$ cat config.mk
export PLATFORM = sky130hd
export DESIGN_NAME = nmea_sentence_checksum_check
export DESIGN_NICKNAME = d
export VERILOG_FILES = /design/src/rtl/nmea_chk_pkg.sv /design/src/rtl/nmea_chk_front.sv /design/src/rtl/nmea_chk_queue.sv /design/src/rtl/nmea_chk_back.sv /design/src/rtl/nmea_sentence_checksum_check.sv
export SDC_FILE = /design/constraint.sdc
export NUM_CORES = 1
export LEC_CHECK = 0
export ABC_AREA = 1
export BUFFER_PORTS_ARGS = -buffer_cell sky130_fd_sc_hd__buf_4
export CORE_AREA = 5 5 112 140
export CTS_BUF_LIST = sky130_fd_sc_hd__clkbuf_16
export DETAILED_ROUTE_END_ITERATION = 6
export DIE_AREA = 0 0 117 145
export SYNTH_ARGS = -nofsm -noshare
export SYNTH_HDL_FRONTEND = slang
export SYNTH_SLANG_ARGS = --single-unit
$ cat constraint.sdc
create_clock -name clock -period 2.5 [get_ports clock]
set_input_delay 0.25 -clock clock [delete_from_list [all_inputs] [get_ports clock]]
set_output_delay 0.25 -clock clock [all_outputs]
set_load 0.02 [all_outputs]
$ cat src/rtl/nmea_chk_pkg.sv
// ----------------------------------------------------------------------------
// nmea_chk_pkg
// Shared types and codes of the sentence checksum checker: the classified
// byte token passed from front to back, and the line status codes.
// ----------------------------------------------------------------------------
`default_nettype none

package nmea_chk_pkg;

   // line status codes
   localparam logic [2:0] StatusOk       = 3'd0;
   localparam logic [2:0] StatusNoDollar = 3'd1;
   localparam logic [2:0] StatusNoStar   = 3'd2;
   localparam logic [2:0] StatusMismatch = 3'd3;
   localparam logic [2:0] StatusNoHex    = 3'd4;
   localparam logic [2:0] StatusTooLong  = 3'd5;

   // characters of interest
   localparam logic [7:0] CharNewline = 8'h0a;
   localparam logic [7:0] CharDollar  = 8'h24;
   localparam logic [7:0] CharStar    = 8'h2a;

   // request queue between front and back
   localparam int unsigned QueueDepth = 4;
   localparam int unsigned QueuePtrW  = $clog2(QueueDepth);
   localparam int unsigned QueueCntW  = $clog2(QueueDepth + 1);

   // one classified byte
   typedef struct packed {
      logic       is_newline;
      logic       is_dollar;
      logic       is_star;
      logic       is_hex;
      logic [3:0] hex_digit;
      logic [7:0] data;
   } token_type;

endpackage

`default_nettype wire

$ cat src/rtl/nmea_chk_front.sv
// ----------------------------------------------------------------------------
// nmea_chk_front
// Classifies each incoming byte: newline, dollar, star, hex digit and value.
// ----------------------------------------------------------------------------
`default_nettype none

module nmea_chk_front (
   input  wire logic [7:0]             byte_in,
   output nmea_chk_pkg::token_type     token
);

   logic       digit_num;
   logic       digit_upper;
   logic       digit_lower;
   logic [7:0] digit_off;

   always_comb begin
      digit_num   = (byte_in >= 8'h30) && (byte_in <= 8'h39);
      digit_upper = (byte_in >= 8'h41) && (byte_in <= 8'h46);
      digit_lower = (byte_in >= 8'h61) && (byte_in <= 8'h66);

      // value of the digit in its range
      priority if (digit_num) begin
         digit_off = byte_in - 8'h30;
      end else if (digit_upper) begin
         digit_off = byte_in - 8'h37;
      end else if (digit_lower) begin
         digit_off = byte_in - 8'h57;
      end else begin
         digit_off = 8'h00;
      end

      token.is_newline = (byte_in == nmea_chk_pkg::CharNewline);
      token.is_dollar  = (byte_in == nmea_chk_pkg::CharDollar);
      token.is_star    = (byte_in == nmea_chk_pkg::CharStar);
      token.is_hex     = digit_num || digit_upper || digit_lower;
      token.hex_digit  = digit_off[3:0];
      token.data       = byte_in;
   end

endmodule

`default_nettype wire

$ cat src/rtl/nmea_chk_queue.sv
// ----------------------------------------------------------------------------
// nmea_chk_queue
// Short first-in first-out queue of classified bytes between front and back.
// ----------------------------------------------------------------------------
`default_nettype none

module nmea_chk_queue (
   input  wire logic                    clock,
   input  wire logic                    reset,
   input  wire logic                    push,
   input  wire nmea_chk_pkg::token_type push_token,
   output logic                         full,
   output logic                         not_empty,
   input  wire logic                    pop,
   output nmea_chk_pkg::token_type      head_token
);

   nmea_chk_pkg::token_type                    entry_ff [nmea_chk_pkg::QueueDepth];
   logic [nmea_chk_pkg::QueuePtrW-1:0]         wr_ptr_ff, wr_ptr_in;
   logic [nmea_chk_pkg::QueuePtrW-1:0]         rd_ptr_ff, rd_ptr_in;
   logic [nmea_chk_pkg::QueueCntW-1:0]         count_ff, count_in;

   assign full       = (count_ff == nmea_chk_pkg::QueueCntW'(nmea_chk_pkg::QueueDepth));
   assign not_empty  = (count_ff != '0);
   assign head_token = entry_ff[rd_ptr_ff];

   always_comb begin
      wr_ptr_in = push ? wr_ptr_ff + 1'b1 : wr_ptr_ff;
      rd_ptr_in = pop  ? rd_ptr_ff + 1'b1 : rd_ptr_ff;
      unique case ({push, pop})
         2'b10:   count_in = count_ff + 1'b1;
         2'b01:   count_in = count_ff - 1'b1;
         default: count_in = count_ff;
      endcase
   end

   always_ff @(posedge clock) begin
      if (reset) begin
         wr_ptr_ff <= '0;
         rd_ptr_ff <= '0;
         count_ff  <= '0;
      end else begin
         wr_ptr_ff <= wr_ptr_in;
         rd_ptr_ff <= rd_ptr_in;
         count_ff  <= count_in;
      end
   end

   always_ff @(posedge clock) begin
      if (push) begin
         entry_ff[wr_ptr_ff] <= push_token;
      end
   end

endmodule

`default_nettype wire

$ cat src/rtl/nmea_chk_back.sv
// ----------------------------------------------------------------------------
// nmea_chk_back
// Line tracker: runs the per-line phase machine over classified bytes and
// loads the verdict into the result register at each newline.
// ----------------------------------------------------------------------------
`default_nettype none

module nmea_chk_back #(
   parameter int unsigned MAX_LINE_BYTES = 128
) (
   input  wire logic                    clock,
   input  wire logic                    reset,
   input  wire logic                    token_valid,
   input  wire nmea_chk_pkg::token_type token,
   output logic                         token_pop,
   output logic                         rsp_valid,
   input  wire logic                    rsp_stall,
   output logic [2:0]                   rsp_line_status,
   output logic [7:0]                   rsp_computed_sum,
   output logic [7:0]                   rsp_received_sum
);

   localparam int unsigned CntW = $clog2(MAX_LINE_BYTES + 1);

   typedef enum logic [2:0] {
      PhStart,
      PhBody,
      PhHex,
      PhTail,
      PhSkip
   } phase_type;

   phase_type        phase_ff;
   logic [7:0]       xor_ff;
   logic [7:0]       hex_ff;
   logic [1:0]       digits_ff;
   logic [CntW-1:0]  count_ff;
   logic [2:0]       error_ff;

   logic             rsp_valid_ff;
   logic [2:0]       status_ff, status_in;
   logic [7:0]       computed_ff;
   logic [7:0]       received_ff;

   logic             out_free;
   logic             do_step;
   logic             do_emit;

   assign out_free  = !rsp_valid_ff || !rsp_stall;
   assign token_pop = token_valid && (!token.is_newline || out_free);
   assign do_emit   = token_pop && token.is_newline;
   assign do_step   = token_pop && !token.is_newline;

   // verdict of the line at its newline
   always_comb begin
      priority if (error_ff != nmea_chk_pkg::StatusOk) begin
         status_in = error_ff;
      end else if (phase_ff == PhStart) begin
         status_in = nmea_chk_pkg::StatusNoDollar;
      end else if (phase_ff == PhBody) begin
         status_in = nmea_chk_pkg::StatusNoStar;
      end else if (digits_ff == 2'd0) begin
         status_in = nmea_chk_pkg::StatusNoHex;
      end else if (xor_ff == hex_ff) begin
         status_in = nmea_chk_pkg::StatusOk;
      end else begin
         status_in = nmea_chk_pkg::StatusMismatch;
      end
   end

   always_ff @(posedge clock) begin
      if (reset) begin
         phase_ff     <= PhStart;
         xor_ff       <= '0;
         hex_ff       <= '0;
         digits_ff    <= '0;
         count_ff     <= '0;
         error_ff     <= nmea_chk_pkg::StatusOk;
         rsp_valid_ff <= 1'b0;
      end else begin
         if (do_emit) begin
            rsp_valid_ff <= 1'b1;
            status_ff    <= status_in;
            computed_ff  <= xor_ff;
            received_ff  <= hex_ff;
            phase_ff     <= PhStart;
            xor_ff       <= '0;
            hex_ff       <= '0;
            digits_ff    <= '0;
            count_ff     <= '0;
            error_ff     <= nmea_chk_pkg::StatusOk;
         end else begin
            if (!rsp_stall) begin
               rsp_valid_ff <= 1'b0;
            end
            if (do_step && phase_ff != PhSkip) begin
               if (count_ff >= CntW'(MAX_LINE_BYTES)) begin
                  error_ff <= nmea_chk_pkg::StatusTooLong;
                  phase_ff <= PhSkip;
               end else begin
                  count_ff <= count_ff + 1'b1;
                  unique case (phase_ff)
                     PhStart: begin
                        if (token.is_dollar) begin
                           phase_ff <= PhBody;
                        end else begin
                           error_ff <= nmea_chk_pkg::StatusNoDollar;
                           phase_ff <= PhSkip;
                        end
                     end
                     PhBody: begin
                        if (token.is_star) begin
                           phase_ff <= PhHex;
                        end else begin
                           xor_ff <= xor_ff ^ token.data;
                        end
                     end
                     PhHex: begin
                        if (token.is_hex) begin
                           hex_ff    <= {hex_ff[3:0], token.hex_digit};
                           digits_ff <= digits_ff + 1'b1;
                           if (digits_ff == 2'd1) begin
                              phase_ff <= PhTail;
                           end
                        end else begin
                           phase_ff <= PhTail;
                        end
                     end
                     default: begin
                     end
                  endcase
               end
            end
         end
      end
   end

   assign rsp_valid        = rsp_valid_ff;
   assign rsp_line_status  = status_ff;
   assign rsp_computed_sum = computed_ff;
   assign rsp_received_sum = received_ff;

endmodule

`default_nettype wire

$ cat src/rtl/nmea_sentence_checksum_check.sv
// ----------------------------------------------------------------------------
// nmea_sentence_checksum_check
// Checks NMEA 0183 sentence checksums on a byte stream, one verdict per line.
// ----------------------------------------------------------------------------
// Takes one text byte per request and gives one response per line, at each
// newline (byte 10): line_status (0 ok, 1 no leading dollar, 2 no star,
// 3 mismatch, 4 no hex digits, 5 too long), the XOR of the bytes between
// dollar and star, and the value of up to two hex digits after the star.
// Other bytes give no response. A line with more than MAX_LINE_BYTES bytes
// before its newline is flagged too long, which wins over every other code
// but no leading dollar. Rate: one request per cycle, sustained while
// responses are taken. A byte is classified on entry and queued in a
// four-entry queue; the line tracker takes one queued byte per cycle. A
// newline leaves the queue only when the response register is free, so a
// stalled response holds up the queue only once a newline reaches its head;
// req_stall rises when the queue is full. A newline is held in the queue and
// then in the response register. No clearing pass after reset.
// ----------------------------------------------------------------------------
`default_nettype none

module nmea_sentence_checksum_check #(
   parameter int unsigned MAX_LINE_BYTES = 128
) (
   input  wire logic       clock,
   input  wire logic       reset,
   // request channel
   input  wire logic       req_valid,
   output logic            req_stall,
   input  wire logic [7:0] req_byte_in,
   // response channel
   output logic            rsp_valid,
   input  wire logic       rsp_stall,
   output logic [2:0]      rsp_line_status,
   output logic [7:0]      rsp_computed_sum,
   output logic [7:0]      rsp_received_sum
);

   // classified byte on its way in and at the queue head
   nmea_chk_pkg::token_type in_token;
   nmea_chk_pkg::token_type head_token;

   logic queue_full;
   logic queue_not_empty;
   logic queue_push;
   logic queue_pop;

   // the queue decides acceptance: full queue stalls the request side
   assign req_stall  = queue_full;
   assign queue_push = req_valid && !queue_full;

   // front: byte classification
   nmea_chk_front u_front (
      .byte_in (req_byte_in),
      .token   (in_token)
   );

   // decoupling queue
   nmea_chk_queue u_queue (
      .clock      (clock),
      .reset      (reset),
      .push       (queue_push),
      .push_token (in_token),
      .full       (queue_full),
      .not_empty  (queue_not_empty),
      .pop        (queue_pop),
      .head_token (head_token)
   );

   // back: line tracking and response register
   nmea_chk_back #(
      .MAX_LINE_BYTES (MAX_LINE_BYTES)
   ) u_back (
      .clock            (clock),
      .reset            (reset),
      .token_valid      (queue_not_empty),
      .token            (head_token),
      .token_pop        (queue_pop),
      .rsp_valid        (rsp_valid),
      .rsp_stall        (rsp_stall),
      .rsp_line_status  (rsp_line_status),
      .rsp_computed_sum (rsp_computed_sum),
      .rsp_received_sum (rsp_received_sum)
   );

endmodule

`default_nettype wire

==> impl_metrics.json, run 1 <==
{
  "status": "complete, no violations",
  "gp_congestion": 0.798,
  "hold_ws_ns": 0.0474,
  "crit_fanout": 10,
  "drv_slew": 0,
  "cts_sinks": 124,
  "critical_path.top_delay_family": "adder cells",
  "synth_top_cell_by_area": "edfxtp_1",
  "antenna_left": 0,
  "die_w_um": 117,
  "drt-initial-drc-count": 199,
  "cp-end-kind": "flip-flop",
  "die_h_um": 145,
  "synthDominantCellAreaShare": 0.473,
  "syn_to_final_growth_pct": 20.1,
  "finalNonFillerCells": 760,
  "port_buffers": 32,
  "critical_path.slowest_cell": "fa_1",
  "internal-power_uw": 4780,
  "drv_cap": 0,
  "antenna_cells": 0,
  "ir_drop_mv": 0.387,
  "worst_pin_slew_ns": 0.687,
  "path_cells": "buf_4 > nand2_1 > nand2_1 > nand2_1 > nand2_1 > nand3_1 > nand2_1 > inv_1 > ha_1 > inv_1 > fa_1 > a21oi_1 > o21ai_0 > o21ai_1 > a21oi_1",
  "cts-root-buf": "clkbuf_16",
  "synth_edf_count": 83,
  "finalHoldViolCount": 0,
  "io-pin-count": 33,
  "grt_max_degree": 25,
  "syn-num-nets": 547,
  "die-area_um2": 17000,
  "fin_nets": 595,
  "post-cts-setup-buffers": 0,
  "wl_mm": 10.4,
  "ys.flop_type": "edfxtp_1",
  "path_common_cell": "nand2_1",
  "rows": 49,
  "routed_via_density": 4.79,
  "max_freq_ghz": 0.453,
  "seq_power_share": 0.368,
  "numCtsBuffers": 17,
  "switching_power_uw": 2320,
  "path_buf_inv": 3,
  "timing.setup.tns_ns": 0,
  "first_pass_iters": 5,
  "core_um2": 14200,
  "yosys_warnings": 0,
  "cts_buffer_depth": 2,
  "placed_cells": 728,
  "dp_hpwl_mm": 7.11,
  "ys_types": 36,
  "clkPwrFrac": 0.351,
  "period_share": 0.882,
  "drive_above_1_share": 0.149,
  "swShare": 0.327,
  "antenna_found_initial": 0,
  "ys_seq_area_frac": 0.628,
  "path_class": "flip-flop to flip-flop",
  "drc": 0,
  "min_path_type": "input pin to flip-flop",
  "final-setup-viol-count": 0,
  "ctsHtreeMaxLevel": 4,
  "hold_start": "reset",
  "power.leakage_uw": 0.00241,
  "start_util": 0.371,
  "rsz0062_at_grt": "no",
  "finalWorstSetupSlack_ns": 0.295,
  "grt_pass1_vias": 3573,
  "worstSkewPairLatency_ns": 0.41,
  "grt_pass1_wl_mm": 17.2,
  "relSlewSlack": 0.538,
  "avgSynthCellArea_um2": 10.1,
  "p_comb_frac": 0.281,
  "ys_top_cells_by_area": "edfxtp_1, dfxtp_1, nand2_1",
  "vias": 3640,
  "async_flop_share": 0,
  "slowest_delay_ns": 0.39,
  "grt.total_usage": 0.129,
  "cts_tree": "built",
  "arrival_ns": 2.50,
  "place_ws_ns": 0.276,
  "synth_cells": 521,
  "worst_clock_skew_ns": 0.00866,
  "ys_ff_latch": 124,
  "cts.clk_slew.worst_paths_ns": 0.05,
  "powerDensity_nw_per_um2": 1120,
  "period_needed_ns": 2.21,
  "worstPathRequired_ns": 2.79,
  "crit_path_start_kind": "flip-flop",
  "grt.overflow.total": 0,
  "wl_per_cell_um": 13.7,
  "synthesis.area_um2": 5270
}
sequential cells by signal, indices dropped and copies added (netlist names), 3 cells and up, named ones only:
register	flops
u_back.rsp_received_sum	8
u_back.phase_ff	3
u_back.rsp_computed_sum	8
u_back.count_ff	8
u_back.rsp_line_status	3
u_back.xor_ff	8
u_queue.count_ff	3
u_queue.entry_ff	64
u_back.hex_ff	8
per-stage QoR:
step | instance area (um2) | util | total power (uW)
floorplan | 5270 | - | 4110
global placement | 5730 | 0.403 | 4600
detailed placement | 5730 | 0.403 | 4660
CTS | 6330 | 0.445 | 7170
global route | 6330 | 0.445 | 7540
finish | 6330 | 0.445 | 7100
power groups by stage:
stage / combinational, uW / clock [uW] / sequential [uW]
2_1_floorplan: 1400 / 0 / 2710
3_3_place_gp: 1950 / 0 / 2650
3_5_place_dp: 2010 / 0 / 2660
4_1_cts: 2010 / 2540 / 2620
5_1_grt: 2270 / 2630 / 2640
6_report: 1990 / 2490 / 2620
cell families after synthesis:
group	Yosys count	synth area share
compound gates	96	0.0956
xor+xnor	7	0.0116
fa+ha+maj	14	0.0346
buf+inv	64	0.0522
flops	124	0.628
simple gates	216	0.178
final cells by class:
| type | instances | area [um2] |
|---|---|---|
| clock buffers | 17 | 425 |
| clock inverters | 15 | 180 |
| fillers | 1314 | 7890 |
| inverters | 51 | 191 |
| multi-input cells | 333 | 1690 |
| flip-flops and latches | 124 | 3310 |
| well taps | 178 | 223 |
| repair buffers | 42 | 315 |
Yosys cell counts, types with 2 or more instances:
cell      number
buf_2          7
clkbuf_1       2
ha_1          13
edfxtp_1      83
nor3_1         4
nor2_4         2
buf_6          3
xnor2_1        5
nand3_1       25
inv_2          3
o21ai_0       43
nand2_1       85
a21oi_1       29
xor2_1         2
or2_2          5
dfxtp_1       41
inv_1         47
nand2_2        2
nand3_2        2
o22ai_1       13
nor2_1        82
o21ai_1        8
nand4_1        2
placed cells by master, fill, tap and decap left out, types with 17 or more instances in the layout:
| cell type | count |
|---|---|
| a21oi_1 | 29 |
| o21ai_0 | 42 |
| inv_1 | 48 |
| nand2_1 | 85 |
| buf_4 | 42 |
| nor2_1 | 82 |
| dfxtp_1 | 41 |
| edfxtp_1 | 83 |
| nand3_1 | 25 |
| clkbuf_16 | 17 |
timing repair:
action / 4_1_cts / 5_1_grt
hold buffers: 0 / 0
endpoints found under the setup margin: 0 / 1
resized for setup: 0 / 1
final timing paths:
check | to | slack (ns) | cells after the start
max reg2reg | u_queue.count_ff[2] | 0.29 | 15
min reg2reg | u_back.rsp_computed_sum[1] | 0.47 | 0
min | u_queue.count_ff[1] | 0.05 | 2
max | u_queue.count_ff[2] | 0.29 | 15
metal layers:
layer / routed length [um] / track usage / up-vias / share of wire
met5: 0 / 0 / - / 0
met4: 164 / 0.0545 / 0 / 0.016
met3: 410 / 0.0433 / 14 / 0.039
met2: 5420 / 0.222 / 53 / 0.52
met1: 4400 / 0.143 / 1719 / 0.42
li1: - / - / 1854 / -
(Power assumes the default switching activity.)
==> run 2: changes to the inputs <==
clock period = 2.62 ns   (was 2.5 ns; I/O delays follow)
==> run 2 against run 1 <==
- combinational power decreased by 5%
- design area increased by 0.16%
- die area unchanged
- critical endpoint unchanged
- flip-flop and latch count unchanged
- maximum frequency increased by 0.82%
==> impl_metrics.json, run 2 (synthesis gave the netlist of run 1 again) <==
{
  "routed_via_density": 4.81,
  "rows": 49,
  "p_comb_frac": 0.278,
  "finalNonFillerCells": 759,
  "hold_ws_ns": 0.0561,
  "internal-power_uw": 4570,
  "gp_congestion": 0.769,
  "fin_nets": 594,
  "start_util": 0.371,
  "syn_to_final_growth_pct": 20.3,
  "grt_pass1_vias": 3494,
  "clkPwrFrac": 0.356,
  "totalPowerFinal_uw": 6820,
  "seq_area_um2": 3310,
  "cts_tree": "built",
  "seq_power_share": 0.366,
  "placed_cells": 727,
  "antenna_cells": 0,
  "period_needed_ns": 2.19,
  "cts_hold_buf": 0,
  "crit_path_start_kind": "flip-flop",
  "drc": 0,
  "cts-resized-gates": 0,
  "critical_path.slowest_cell": "fa_1",
  "numCtsBuffers": 17,
  "worst_pin_slew_ns": 0.719,
  "power.leakage_uw": 0.00242,
  "place_ws_ns": 0.480,
  "final_cell_mix": "nand2_1, edfxtp_1, nor2_1",
  "rsz0062_at_grt": "no",
  "drive_above_1_share": 0.153,
  "vias": 3653,
  "ctsHtreeMaxLevel": 4,
  "cts_sinks": 124,
  "wl_per_cell_um": 13.3,
  "antenna_left": 0,
  "top_register": "u_queue.entry_ff",
  "arrival_ns": 2.48,
  "io-pin-count": 33,
  "grt_pass1_wl_mm": 16.7,
  "die-area_um2": 17000,
  "max_freq_ghz": 0.457,
  "cts-root-buf": "clkbuf_16",
  "worstPathRequired_ns": 2.91,
  "grt.overflow.total": 0,
  "cts.clk_slew.worst_paths_ns": 0.05,
  "port_buffers": 32,
  "drv_slew": 0,
  "die_h_um": 145,
  "antenna_found_initial": 0,
  "drt-initial-drc-count": 145,
  "min_path_type": "input pin to flip-flop",
  "final-setup-viol-count": 0,
  "first_pass_iters": 4,
  "path_common_cell": "nand2_1",
  "wl_mm": 10.1,
  "path_class": "flip-flop to flip-flop",
  "cts_buffer_depth": 2,
  "finalHoldViolCount": 0,
  "core_um2": 14200,
  "worst_clock_skew_ns": 0.00826,
  "drv_cap": 0,
  "dp_hpwl_mm": 6.88,
  "post-cts-setup-buffers": 0,
  "cp-end-kind": "flip-flop",
  "final_common_cell": "nand2_1",
  "slowest_delay_ns": 0.39,
  "timing.setup.tns_ns": 0,
  "grt_max_degree": 31,
  "crit_fanout": 4,
  "grt.total_usage": 0.125,
  "largest_reg_flops": 64,
  "path_cells": "inv_2 > nand2_1 > nand2_1 > nand2_1 > nand2_1 > nand3_1 > nand2_1 > inv_1 > ha_1 > inv_1 > fa_1 > a21oi_1 > o21ai_0 > o21ai_0 > a21oi_1",
  "die_w_um": 117,
  "swShare": 0.329,
  "worstSkewPairLatency_ns": 0.41,
  "finalWorstSetupSlack_ns": 0.433,
  "switching_power_uw": 2250,
  "ir_drop_mv": 0.466,
  "num-fill-cells": 1312,
  "powerDensity_nw_per_um2": 1070,
  "multi_input_area_um2": 1690,
  "status": "complete, no violations",
  "period_share": 0.835,
  "rrSetupSlack_ns": 0.43,
  "relSlewSlack": 0.516
}
run 2: cell types whose count changed in the layout (fill, tap and decap cells not counted):
| cell | before | now |
|---|---|---|
| buf_4 | 42 | 41 |
| clkinv_1 | 5 | 2 |
| clkinv_4 | 1 | 5 |
| clkinvlp_4 | 3 | 1 |
| inv_6 | 0 | 1 |
| o21ai_0 | 42 | 43 |
| o21ai_1 | 9 | 8 |
run 2: routing by layer:
| metal | wire, um | up-vias | track usage | part of all wire |
|---|---|---|---|---|
| li1 | - | 1855 | - | - |
| met4 | 233 | 0 | 0.0631 | 0.023 |
| met1 | 4370 | 1715 | 0.149 | 0.43 |
| met2 | 5170 | 62 | 0.210 | 0.51 |
| met5 | 0 | - | 0 | 0 |
| met3 | 361 | 21 | 0.0250 | 0.036 |
run 2: final cells by class:
cell class                      instances  share of cell area
Tap cell                              178              0.0351
Timing Repair Buffer                   41              0.0485
Inverter                               51              0.0302
Clock inverter                         15              0.0312
Sequential cell                       124               0.522
Multi-Input combinational cell        333               0.266
Clock buffer                           17              0.0671
run 2: path summary, 6_finish.rpt:
| check | start | to | cells after the start |
|---|---|---|---|
| worst max-delay path | flip-flop | u_queue.count_ff[2] | 15 |
| worst min-delay path | reset | u_queue.count_ff[1] | 2 |
| worst max register to register | flip-flop | u_queue.count_ff[2] | 15 |
| worst min register to register | u_back.xor_ff[7] | u_back.rsp_computed_sum[7] | 0 |
run 2: power groups by stage:
stage          Combinational (uW)  Sequential, uW  Clock, uW
5_1_grt                      2150            2520       2560
6_report                     1900            2500       2430
3_3_place_gp                 1850            2530          0
2_1_floorplan                1340            2580          0
4_1_cts                      1930            2500       2470
3_5_place_dp                 1920            2540          0
run 2: metrics by stage:
| stage | util | cell area, um2 |
|---|---|---|
| 6_report | 0.446 | 6340 |
| 5_1_grt | 0.446 | 6340 |
| 3_5_place_dp | 0.402 | 5720 |
| 3_3_place_gp | 0.402 | 5720 |
| 2_1_floorplan | - | 5270 |
| 4_1_cts | 0.446 | 6340 |
run 2: worst max-delay path, delay by kind of cell (launching register included):
kind	cells	cell delay, ns
compound gates	4	0.51
fa+ha+maj	2	0.55
buf+inv	3	0.25
flops	1	0.37
simple gates	6	0.38
==> run 3: changes to the inputs <==
ABC_AREA = 0   (was 1)
CORE_AREA = 5 5 110 137   (was 5 5 112 140)
DIE_AREA = 0 0 115 142   (was 0 0 117 145)
clock period = 2.2 ns   (was 2.62 ns; I/O delays follow)
==> run 3 against run 2 <==
- the flow now finishes with violations (negative setup slack)
- die area fell by 3.7%
- combinational power rose by 5%
- maximum frequency fell by 4.0%
- wire length fell by 11%
- sequential share of layout area rose by 0.67 points
- first-iteration DRC count fell by 19%
- count of clock-buffer cells in the layout did not move
- non-clock buffer count rose by 13
- synthesized cell count fell by 31%
- cell count fell by 20%
- critical endpoint unchanged
==> impl_metrics.json, run 3 <==
{
  "num-fill-cells": 1224,
  "timing.setup.tns_ns": -0.102,
  "ff2ff_path_depth": 8,
  "design_area_um2": 6270,
  "start_util": 0.369,
  "grt_util_met2": 0.204,
  "die-area_um2": 16300,
  "grt.total_usage": 0.118,
  "synthTopCellsByCount": "edfxtp_1, nor2_1, dfxtp_1",
  "worstPathRequired_ns": 2.54,
  "dp_hpwl_mm": 6.21,
  "die_w_um": 115,
  "numCtsBuffers": 17,
  "grtUsageMet1": 0.132,
  "top_register": "u_queue.entry_ff",
  "drive_above_1_share": 0.249,
  "async_flop_share": 0,
  "ys_ff_latch": 124,
  "relSlewSlack": 0.496,
  "seq_area_um2": 3310,
  "synth_top_cell_by_area": "edfxtp_1",
  "finalWorstSetupSlack_ns": -0.0795,
  "drt-initial-drc-count": 117,
  "antenna_left": 0,
  "rsz0062_at_grt": "yes",
  "routed_via_density": 4.83,
  "cts-root-buf": "clkbuf_16",
  "cts_sinks": 124,
  "hold_ws_ns": 0.0444,
  "power.leakage_uw": 0.00233,
  "place_area_um2": 5630,
  "synth_fa_ha_area_frac": 0.0361,
  "syn_to_final_growth_pct": 23.9,
  "worst_pin_slew_ns": 0.750,
  "io-pin-count": 33,
  "worstSkewPairLatency_ns": 0.41,
  "synth_cells": 357,
  "grt.overflow.total": 0,
  "cp-end-kind": "flip-flop",
  "yosysMostFrequentCell": "edfxtp_1",
  "grt_max_degree": 32,
  "cts.clk_slew.worst_paths_ns": 0.05,
  "cts_buffer_depth": 2,
  "core_um2": 13700,
  "path_class": "flip-flop to flip-flop",
  "powerDensity_nw_per_um2": 1240,
  "wl_mm": 8.97,
  "yosys_warnings": 0,
  "ys_seq_area_frac": 0.655,
  "min_path_type": "input pin to flip-flop",
  "max_freq_ghz": 0.439,
  "grt_pass1_wl_mm": 14.7,
  "multi_input_area_um2": 1660,
  "antenna_found_initial": 0,
  "drc": 0,
  "gp_congestion": 0.753,
  "status": "complete, but fails checks",
  "synthMuxAreaShare": 0.0910,
  "port_buffers": 32,
  "largest_reg_flops": 64,
  "final-setup-viol-count": 2,
  "grt.busiest_layer": "met2",
  "place_ws_ns": -0.0901,
  "synth_xor_area_frac": 0.0502,
  "die_h_um": 142,
  "yosys.area_share.simple": 0.107,
  "synth_top_family_by_area": "simple AND/OR/NAND/NOR gates",
  "cts_tree": "built",
  "utilization": 0.458,
  "synthesis.area_um2": 5060,
  "fin_nets": 442,
  "crit_fanout": 2,
  "first_pass_iters": 4,
  "synth_edf_count": 83,
  "synth_compound_area_frac": 0.0371,
  "period_needed_ns": 2.28,
  "holdPathStages": 1,
  "period_share": 1.04,
  "violations": "negative setup slack",
  "syn-num-nets": 383,
  "wl_per_cell_um": 14.9,
  "ir_drop_mv": 0.489,
  "arrival_ns": 2.62,
  "vias": 2920,
  "final_cell_mix": "edfxtp_1, buf_4, nor2_1",
  "drv_slew": 0,
  "ctsHtreeMaxLevel": 4,
  "synthDominantCellAreaShare": 0.493,
  "met3_usage": 0.0370,
  "drv_cap": 0,
  "antenna_cells": 0,
  "finalHoldViolCount": 0,
  "worst_clock_skew_ns": 0.00852,
  "ys.flop_type": "edfxtp_1",
  "grt_pass1_vias": 2923,
  "rows": 48,
  "avgSynthCellArea_um2": 14.2,
  "ys_types": 48,
  "crit_path_start_kind": "flip-flop",
  "final_common_cell": "edfxtp_1",
  "ys_top_cells_by_area": "edfxtp_1, dfxtp_1, mux4_2"
}
## run 3: changes by cell type after synthesis, sizes merged, moves of 13 or more
cell and delta:
a21oi -19, inv -35, mux4 +16, nand2 -74
nand3 -23, nor2 -39, o21ai -45, o22ai -13
xor2 +16
## run 3: layer usage
layer / part of all wire / vias to the layer above
met5: 0 / -
met4: 0.019 / 0
met3: 0.040 / 12
met2: 0.52 / 57
met1: 0.42 / 1431
li1: - / 1420
## run 3: kinds of logic (layout without fill, tap and decap cells)
| kind of cell | count (synthesis) | count (layout) |
|---|---|---|
| XOR/XNOR | 29 | 29 |
| flip-flops | 124 | 124 |
| adder cells (fa/ha/maj) | 14 | 14 |
| multiplexers | 26 | 26 |
| buffers and inverters | 29 | 101 |
| AO/OA/AOI/OAI | 29 | 29 |
| AND/OR/NAND/NOR | 106 | 106 |
## run 3: final timing paths
check | from | to | slack [ns]
worst max register to register | flip-flop | u_queue.count_ff[2] | -0.08
worst max-delay path | flip-flop | u_queue.count_ff[2] | -0.08
worst min-delay path | req_byte_in[5] | u_queue.entry_ff[3][5] | 0.04
worst min register to register | u_back.hex_ff[6] | u_back.rsp_received_sum[6] | 0.48
## run 3: critical path: stages, from the launching register on
cell and delay (ns):
dfxtp_2 0.34, mux4_2 0.54, a31oi_4 0.24, ha_4 0.16, inv_2 0.03, fa_2 0.32
xor2_1 0.15, or3_1 0.32, a21oi_2 0.12
## run 3: layout make-up
class                   instances  area share
clock buffers                  17      0.0679
multi-input cells             204       0.265
clock inverters                15      0.0272
repair buffers                 54      0.0667
inverters                      15     0.00899
well taps                     175      0.0349
flip-flops and latches        124       0.529
## run 3: metrics by stage
step | cells | power [uW]
3_3_place_gp | 569 | 4910
4_1_cts | 601 | 7750
3_5_place_dp | 569 | 4970
2_1_floorplan | 357 | 4390
6_report | 604 | 7750
5_1_grt | 604 | 8160
## run 3: what timing repair did
action	in CTS	in global routing
endpoints found under the setup margin	2	3
hold buffers	0	0
buffers inserted	0	3
pin swaps	0	4
gates resized for setup	0	3
## run 3: where the power goes
part | total [uW] | switching [uW] | leakage [uW] | internal [uW]
Combinational | 2000 | 1060 | 0.000904 | 940
Clock | 2760 | 908 | 0.000319 | 1860
Sequential | 2990 | 164 | 0.00111 | 2830
Total | 7750 | 2130 | 0.00233 | 5620
